$ cat src/rtl/gbci_pkg.sv
package gbci_pkg;

    localparam int COORD_W = 16;
    localparam int COUNT_W = 9;
    localparam int VIEW_W  = 12;

    localparam logic [1:0] OP_CLEAR = 2'd0;
    localparam logic [1:0] OP_PLACE = 2'd1;
    localparam logic [1:0] OP_PROBE = 2'd2;
    localparam logic [1:0] OP_SPARE = 2'd3;

    localparam logic [1:0] VERDICT_FREE    = 2'd0;
    localparam logic [1:0] VERDICT_HIT     = 2'd1;
    localparam logic [1:0] VERDICT_NO_ROOM = 2'd2;
    localparam logic [1:0] VERDICT_CLEARED = 2'd3;

    localparam logic REG_WIDTH  = 1'b0;
    localparam logic REG_HEIGHT = 1'b1;

    typedef struct packed {
        logic [1:0]                 operation;
        logic signed [COORD_W-1:0]  min_x;
        logic signed [COORD_W-1:0]  min_y;
        logic signed [COORD_W-1:0]  max_x;
        logic signed [COORD_W-1:0]  max_y;
        logic                       has_second;
        logic signed [COORD_W-1:0]  second_min_x;
        logic signed [COORD_W-1:0]  second_min_y;
        logic signed [COORD_W-1:0]  second_max_x;
        logic signed [COORD_W-1:0]  second_max_y;
    } req_t;

    typedef struct packed {
        logic [1:0]         verdict;
        logic [COUNT_W-1:0] accepted_count;
    } rsp_t;

    typedef struct packed {
        logic signed [COORD_W-1:0] x0;
        logic signed [COORD_W-1:0] y0;
        logic signed [COORD_W-1:0] x1;
        logic signed [COORD_W-1:0] y1;
    } rect_t;

    typedef struct packed {
        rect_t prim;
        rect_t sec;
        logic  has_sec;
    } box_rec_t;

    function automatic logic rects_hit(input rect_t a, input rect_t b);
        rects_hit = (a.x0 < b.x1) && (a.x1 > b.x0) && (a.y0 < b.y1) && (a.y1 > b.y0);
    endfunction

    function automatic logic items_hit(input box_rec_t a, input box_rec_t b);
        items_hit = rects_hit(a.prim, b.prim)
                 || (a.has_sec && rects_hit(a.sec, b.prim))
                 || (b.has_sec && rects_hit(a.prim, b.sec))
                 || (a.has_sec && b.has_sec && rects_hit(a.sec, b.sec));
    endfunction

endpackage

$ cat src/rtl/gbci_div.sv
module gbci_div #(
    parameter int DIVISOR = 64,
    parameter int LANES   = 6
) (
    input  logic                            clk,
    input  logic                            start,
    input  logic [LANES-1:0][gbci_pkg::COORD_W-1:0] dividend,
    output logic [LANES-1:0][gbci_pkg::COORD_W-1:0] quotient
);

    localparam int CW = gbci_pkg::COORD_W;
    localparam int LW = $clog2(DIVISOR);
    localparam int SH = CW + LW;
    localparam int MW = CW + 1;
    localparam int PW = CW + MW;
    localparam longint unsigned RECIP =
        ((64'd1 << SH) + 64'(DIVISOR) - 64'd1) / 64'(DIVISOR);

    logic [LANES-1:0][PW-1:0]                prod;
    logic [LANES-1:0][gbci_pkg::COORD_W-1:0] quo_reg;

    always_comb
    begin
        for (int i = 0; i < LANES; i++)
        begin
            prod[i] = PW'(dividend[i]) * PW'(RECIP);
        end
    end

    always_ff @(posedge clk)
    begin
        for (int i = 0; i < LANES; i++)
        begin
            if (start)
            begin
                quo_reg[i] <= CW'(prod[i] >> SH);
            end
        end
    end

    assign quotient = quo_reg;

endmodule

$ cat config.mk
export PLATFORM = sky130hd
export DESIGN_NAME = gbci_div
export DESIGN_NICKNAME = d
export VERILOG_FILES = /design/src/rtl/gbci_pkg.sv /design/src/rtl/gbci_div.sv
export SDC_FILE = /design/constraint.sdc
export NUM_CORES = 1
export LEC_CHECK = 0
export BUFFER_PORTS_ARGS = -buffer_cell sky130_fd_sc_hd__buf_2
export CORE_AREA = 2 2 87 89
export DETAILED_ROUTE_END_ITERATION = 10
export DIE_AREA = 0 0 89 91
export PLACE_DENSITY = 0.66
export SYNTH_ARGS = -nofsm -noshare
export SYNTH_HDL_FRONTEND = slang
export SYNTH_SLANG_ARGS = --single-unit
$ cat constraint.sdc
create_clock -name clk -period 1.4 [get_ports clk]
set_clock_uncertainty 0.15 [all_clocks]
set_input_delay 0.28 -clock clk [delete_from_list [all_inputs] [get_ports clk]]
set_output_delay 0.28 -clock clk [all_outputs]
set_load 0.01 [all_outputs]
# Word-level counts from Yosys, hierarchy flattened
# Index checks and enable logic that the tools add are counted.
[word_totals]
ff_bits = 60
inputBits = 98
output_inout_bits = 96
wordCells = 6

# Longest topological paths before layout
# Gate-level depths: netlist (run 1).
[depth]
depth_word = 0
mapped_depth = 1
mapped_depth_nobuf = 0

# Worst setup path before layout (run 1)
# Ideal clock, no wire load.
[synth_path]
path_kind = "register to output"
from = "register quo_reg (netlist bit quotient[0])"
to = "output quotient[0] (netlist bit)"
arrival_ns = 0.394
required_ns = 0.970
slack_ns = 0.576
path_stages_with_launch = 1
path_buffers = 0
path_cell_list = "edfxtp_1"
[synth_lines]
columns = ["item", "line_no", "rtl"]
rows = [
  ["start, declared", "gbci_div.sv:20", "logic [LANES-1:0][gbci_pkg::COORD_W-1:0] quo_reg;"],
  ["start signal, assigned by index", "gbci_div.sv:36", "quo_reg[i] <= CW'(prod[i] >> SH);"],
  ["end, declared", "gbci_div.sv:8", "output logic [LANES-1:0][gbci_pkg::COORD_W-1:0] quotient"],
]
# No word-level cell between the ends.

# Final worst setup path (run 1)
[layout_path]
from = "register quo_reg (netlist bit quotient[89])"
to = "output quotient[89] (netlist bit)"
# No word-level cell between the ends.

==> impl_metrics.sql, run 1 <==
INSERT INTO impl_metrics (metric_group, metric, value, unit) VALUES
('run_status', 'run_status', 'completed', ''),
('setup_path', 'critPathLaunchType', 'flip-flop', ''),
('sta', 'finalHoldWorstSlack', '0.2688', 'ns'),
('setup_path', 'critical_path.endpoint_type', 'output port', ''),
('drt', 'route.vias.total', '1412', ''),
('cts', 'clk_path_buf_depth', '2', ''),
('setup_path', 'path_cells', 'buf_2', ''),
('drt', 'wirelength', '4.938', 'mm'),
('drt', 'drt_first_pass_iters', '4', ''),
('finish', 'final_layout_size_suffix_gt1_share', '47.12', '%'),
('drt', 'drc_errors', '0', ''),
('drt', 'vias_per_cell', '3.584', ''),
('cts', 'cts.htree.levels', '3', ''),
('global_routing', 'grt_start_max_net_pins', '32', ''),
('drt', 'routedWlPerCell', '12.53', 'um'),
('floorplan', 'number_of_core_rows', '31', ''),
('floorplan', 'die_area', '8099', 'um2'),
('setup_path', 'worstPathRequired', '0.97', 'ns'),
('sta', 'post-route-min-period', '1.333', 'ns'),
('synth', 'post_synthesis_sequential_element_count', '60', ''),
('finish', 'count_of_placed_standard_cells_in_the_final_layout_fillers_left_out', '394', ''),
('synth', 'synth.area.mux_share', '0', '%'),
('finish', 'syn_to_final_growth', '70.04', '%'),
('synth', 'synthTopCellsByArea', 'edfxtp_1 (87%), buf_4 (13%), conb_1 (0.18%)', ''),
('cts', 'post-cts-setup-buffers', '0', ''),
('drt', 'postRouteAntennaNets', '0', ''),
('setup_path', 'cp_slowest_cell', 'edfxtp_1', ''),
('cts', 'cts.clk_slew.worst_paths', '0.08', 'ns'),
('finish', 'antenna_diode_instance_count', '0', ''),
('sta', 'final_max_tran_viols', '0', ''),
('job', 'maxCapViolations', '0', ''),
('sta', 'setup_viol', '0', ''),
('synth', 'synth-compound-area-share', '0', '%'),
('drt', 'drt-initial-drc-count', '40', ''),
('cts', 'tritoncts_buffers', '9', ''),
('pwr', 'ir_worst_vdd', '0.5295', 'mV'),
('global_routing', 'number_of_antenna_violations_at_the_first_check_in_global_routing', '0', ''),
('synth', 'yosys.area.top_type', 'edfxtp_1', ''),
('finish', 'finalNetCount', '388', ''),
('floorplan', 'die_w', '89', 'um'),
('pwr', 'power-per-cell-area', '1248', 'nW/um2'),
('placement', 'placedInstanceArea', '2706', 'um2'),
('sta', 'final-hold-violation-count', '0', ''),
('placement', 'port-buffer-count', '121', ''),
('placement', 'place.detailed.instances', '318', ''),
('synth', 'synth_xor_area_share', '0', '%'),
('sta', 'timing.fmax', '0.7503', 'GHz'),
('cts', 'cts-resized-gates', '0', ''),
('setup_path', 'worstSetupPathType', 'reg -> out', ''),
('synth', 'synth_warnings', '0', ''),
('sta', 'tns', '0', 'ns'),
('finish', 'finalInstanceArea', '3530', 'um2'),
('sta', 'period_share', '95.20', '%'),
('synth', 'synthesis.area', '2076', 'um2'),
('sta', 'unrepaired_setup_endpoints_after_global_routing', 'false', ''),
('global_routing', 'global_route.usage.total', '12.22', '%'),
('global_routing', 'grt_first_pass_wirelength', '6.975', 'mm'),
('synth', 'sequential_cell_area_fraction_in_the_yosys_report', '86.80', '%'),
('floorplan', 'core_area', '7137', 'um2'),
('cts', 'clk_root_buffer_cell', 'clkbuf_8', ''),
('cts', 'cts_tree', 'done', ''),
('floorplan', 'boundaryPins', '194', ''),
('synth', 'yosys.area_share.simple', '0', '%'),
('pwr', 'leakage_power', '1.559', 'nW'),
('setup_path', 'critPathArrivalTime', '0.90', 'ns'),
('cts', 'clock_sinks', '60', ''),
('placement', 'hpwl', '3.062', 'mm'),
('setup_path', 'worstPathMaxFanout', '1', ''),
('synth', 'post_synth_fa_ha_maj_area_fraction', '0', '%'),
('global_routing', 'first_global_vias', '1445', ''),
('finish', 'number_of_flip_flops_under_the_largest_register_name', '60', ''),
('setup_path', 'cp_slowest_stage_delay', '0.40', 'ns'),
('placement', 'gpl.final_weighted_congestion', '0.6847', ''),
('setup_path', 'worstPathBufferInverterCount', '1', ''),
('synth', 'syn-instance-count', '97', ''),
('synth', 'post_synth.cell_area_avg', '21.40', 'um2'),
('setup_path', 'cpLargestDelayFamily', 'flip-flops', ''),
('synth', 'main_combinational_cell_family_by_area_after_synthesis', 'buffers and inverters', ''),
('min_path', 'worstHoldPathType', 'in -> reg', ''),
('floorplan', 'die_h', '91', 'um'),
('floorplan', 'start_util', '29.08', '%'),
('global_routing', 'overflow', '0', ''),
('synth', 'yosys.cell_types.count', '3', ''),
('synth', 'synth_top_area_share', '86.80', '%');
power by group:
part | total [mW] | switching, mW | leakage (nW) | internal, mW
combinational | 0.521 | 0.253 | 0.862 | 0.268
clock | 1.72 | 0.709 | 0.110 | 1.01
sequential | 2.17 | 0.0321 | 0.587 | 2.13
layer usage:
layer / track usage [%] / share of wire, %
met5: 0 / 0
met4: 8.209 / 2.5
met3: 4.091 / 8.4
met2: 21.83 / 55
met1: 11.30 / 34
synth_stat cells:
| cell | instances |
|---|---|
| edfxtp_1 | 60 |
| buf_4 | 36 |
| conb_1 | 1 |
final cells by class:
cell class / count / area, um2
Fill cell: 622 / 3607
Sequential cell: 60 / 1802
Timing Repair Buffer: 183 / 1246
Multi-Input combinational cell: 36 / 135.1
Clock buffer: 9 / 123.9
Tap cell: 99 / 123.9
Clock inverter: 7 / 98.84
kinds of logic after synthesis:
group / Yosys count
other: 1
DFF: 60
buffers and inverters: 36
repair_timing:
| action | in CTS | in global routing |
|---|---|---|
| hold endpoints to repair | 60 | 0 |
| endpoints found under the setup margin | 0 | 0 |
| hold buffers | 60 | 0 |
metrics by stage:
stage               setup slack (ns)  power [mW]  utilization [%]
floorplan                     0.5762       2.406                -
global placement              0.3080       2.582            37.92
detailed placement            0.2865       2.592            37.92
CTS                          0.03295       4.471            49.46
global route                 0.01109       4.613            49.46
finish                       0.06723       4.404            49.46
placed cells by master (no fill, tap or decap):
master           n
buf_12           2
buf_2          121
bufinv_16        2
clkbuf_8         9
clkinv_2         1
clkinv_4         2
clkinvlp_4       1
conb_1          36
dlygate4sd3_1   60
edfxtp_1        60
inv_6            1
worst paths after layout:
path,cells after the start,to,from
setup / recovery,1,quotient[89],quotient[89]
hold / removal,2,quotient[70],start
Power figures use the tool's default switching activity.
==> inputs of run 2 (changes only) <==
--- a/config.mk
+++ b/config.mk
@@ -6,10 +6,10 @@
 export NUM_CORES = 1
 export LEC_CHECK = 0
 export BUFFER_PORTS_ARGS = -buffer_cell sky130_fd_sc_hd__buf_2
-export CORE_AREA = 2 2 87 89
+export CORE_AREA = 2 2 98 62
 export DETAILED_ROUTE_END_ITERATION = 10
-export DIE_AREA = 0 0 89 91
-export PLACE_DENSITY = 0.66
+export DIE_AREA = 0 0 100 64
+export PLACE_DENSITY = 0.82
 export SYNTH_ARGS = -nofsm -noshare
 export SYNTH_HDL_FRONTEND = slang
 export SYNTH_SLANG_ARGS = --single-unit
==> run 2 against run 1 <==
Via count grew 2.8%. Flip-flop and latch count unchanged. Sequential power barely moved. Critical path depth is the same. Global-route usage grew 4.1 points. Combinational power barely moved. First-iteration DRC count up 18%. Clock-buffer cell count up 1. Non-clock buffer count did not move. Total power fell by 1.2%. Core utilization is 14 points higher. Sequential share of layout area grew 0.83 points. Largest power group unchanged.
==> impl_metrics.sql, run 2 (synthesis gave the netlist of run 1 again) <==
INSERT INTO impl_metrics (metric_group, metric, value, unit) VALUES
('global_routing', 'globalRoute.busiestLayer', 'met2', ''),
('global_routing', 'grt_first_pass_wirelength', '7.534', 'mm'),
('setup_path', 'path_cells', 'buf_2', ''),
('setup_path', 'cp_slowest_stage_delay', '0.39', 'ns'),
('pwr', 'power-per-cell-area', '1253', 'nW/um2'),
('cts', 'cts_tree', 'done', ''),
('pwr', 'power_switching_share', '21.85', '%'),
('placement', 'hpwl', '2.855', 'mm'),
('floorplan', 'die_area', '6400', 'um2'),
('placement', 'place.detailed.instances', '288', ''),
('floorplan', 'die_h', '64', 'um'),
('finish', 'syn_to_final_growth', '67.33', '%'),
('finish', 'final_layout_fill_cell_count', '405', ''),
('pwr', 'power_frac_seq', '49.9', '%'),
('cts', 'clk_path_buf_depth', '2', ''),
('global_routing', 'number_of_antenna_violations_at_the_first_check_in_global_routing', '0', ''),
('setup_path', 'critical_path.endpoint_type', 'output port', ''),
('cts', 'clock_sinks', '60', ''),
('pwr', 'power_frac_comb', '11.9', '%'),
('drt', 'wirelength', '5.067', 'mm'),
('cts', 'tritoncts_buffers', '9', ''),
('drt', 'routedWlPerCell', '13.92', 'um'),
('cts', 'cts-resized-gates', '0', ''),
('placement', 'gpl.final_weighted_congestion', '0.6742', ''),
('run_status', 'run_status', 'completed', ''),
('setup_path', 'worstSetupPathType', 'reg -> out', ''),
('finish', 'number_of_flip_flops_under_the_largest_register_name', '60', ''),
('pwr', 'ir_worst_vdd', '0.6525', 'mV'),
('global_routing', 'groute.layer.met2.usage', '29.05', '%'),
('sta', 'setup_viol', '0', ''),
('sta', 'final_max_tran_viols', '0', ''),
('min_path', 'worstHoldPathType', 'in -> reg', ''),
('pwr', 'leakage_power', '1.547', 'nW'),
('global_routing', 'global_route.usage.total', '16.36', '%'),
('sta', 'unrepaired_setup_endpoints_after_global_routing', 'false', ''),
('sta', 'final-hold-violation-count', '0', ''),
('global_routing', 'first_global_vias', '1551', ''),
('sta', 'timing.fmax', '0.7711', 'GHz'),
('drt', 'drc_errors', '0', ''),
('pwr', 'power_switching', '0.9505', 'mW'),
('floorplan', 'boundaryPins', '194', ''),
('setup_path', 'critPathLaunchType', 'flip-flop', ''),
('floorplan', 'core_area', '5465', 'um2'),
('setup_path', 'cpLargestDelayFamily', 'flip-flops', ''),
('cts', 'clk_root_buffer_cell', 'clkbuf_8', ''),
('drt', 'postRouteAntennaNets', '0', ''),
('setup_path', 'worstPathRequired', '0.97', 'ns'),
('sta', 'layout_setup_ws', '0.1032', 'ns'),
('sta', 'post-route-min-period', '1.297', 'ns'),
('cts', 'cts.htree.levels', '3', ''),
('finish', 'count_of_placed_standard_cells_in_the_final_layout_fillers_left_out', '364', ''),
('pwr', 'totalPowerFinal', '4.351', 'mW'),
('finish', 'final_layout_size_suffix_gt1_share', '46.78', '%'),
('global_routing', 'globalRouteMet1Util', '16.58', '%'),
('pwr', 'clock_power_share', '38.2', '%'),
('global_routing', 'overflow', '0', ''),
('finish', 'layout_commonest_cell', 'buf_2', ''),
('finish', 'final_cell_mix', 'buf_2 (121), dlygate4sd3_1 (60), edfxtp_1 (60), conb_1 (36), clkbuf_8 (9)', ''),
('global_routing', 'met3_usage', '8.096', '%'),
('setup_path', 'worstPathMaxFanout', '1', ''),
('global_routing', 'grt_start_max_net_pins', '39', ''),
('drt', 'route.vias.total', '1451', ''),
('sta', 'period_share', '92.63', '%'),
('drt', 'drt_first_pass_iters', '4', ''),
('finish', 'antenna_diode_instance_count', '0', ''),
('floorplan', 'start_util', '37.98', '%'),
('floorplan', 'die_w', '100', 'um'),
('setup_path', 'cp_slowest_cell', 'edfxtp_1', ''),
('cts', 'cts.clk_slew.worst_paths', '0.07', 'ns'),
('drt', 'drt-initial-drc-count', '47', ''),
('setup_path', 'worstPathBufferInverterCount', '1', ''),
('setup_path', 'critPathArrivalTime', '0.87', 'ns'),
('job', 'maxCapViolations', '0', ''),
('finish', 'finalNetCount', '388', ''),
('pwr', 'internal_power', '3.400', 'mW'),
('sta', 'tns', '0', 'ns'),
('placement', 'port-buffer-count', '121', ''),
('drt', 'vias_per_cell', '3.986', ''),
('placement', 'dp_worst_setup_slack', '0.2213', 'ns'),
('floorplan', 'number_of_core_rows', '21', '');
==> run 2: cell count changes in the layout (fill, tap and decap cells not counted) <==
cell        before  now
buf_12           2    1
buf_4            0    1
clkbuf_1         0    1
clkinv_4         2    1
clkinvlp_4       1    2
inv_6            1    0
==> run 2: area by class of cell <==
| cell class | count | area, um2 | share of cell area, % |
|---|---|---|---|
| sequential | 60 | 1802 | 51.87 |
| tap | 69 | 86.33 | 2.486 |
| clock buffer | 10 | 127.6 | 3.674 |
| clock inverter | 6 | 88.84 | 2.558 |
| multi-input combinational | 36 | 135.1 | 3.891 |
| timing repair buffer | 183 | 1234 | 35.52 |
==> run 2: power groups by stage <==
stage | Clock [mW] | Combinational [mW] | Sequential, mW
final | 1.66 | 0.518 | 2.17
after global routing | 1.79 | 0.558 | 2.18
after CTS | 1.73 | 0.508 | 2.17
after detailed placement | 0 | 0.378 | 2.20
after global placement | 0 | 0.372 | 2.20
after floorplan | 0 | 0.116 | 2.29
==> run 2: through the flow <==
stage / area [um2] / hold slack (ns) / utilization [%]
6_report: 3473 / 0.2940 / 63.55
3_3_place_gp: 2656 / 0.3065 / 48.60
2_1_floorplan: 2207 / 0.2289 / -
3_5_place_dp: 2656 / 0.3081 / 48.60
5_1_grt: 3473 / 0.2758 / 63.55
4_1_cts: 3473 / 0.2703 / 63.55
==> run 2: what timing repair did <==
| item | CTS | global route |
|---|---|---|
| endpoints found under the hold margin | 60 | 0 |
| buffers inserted | 0 | 0 |
| hold buffers | 60 | 0 |
==> run 2: worst paths after layout <==
check                 cells after the start    startpoint           end
worst min-delay path                      2         start  quotient[81]
worst max-delay path                      1  quotient[81]  quotient[81]
==> run 2: per-layer routing <==
metal,vias up,part of all wire [%]
met5,-,0
li1,668,-
met3,6,9.4
met4,0,1.4
met1,685,37
met2,92,52
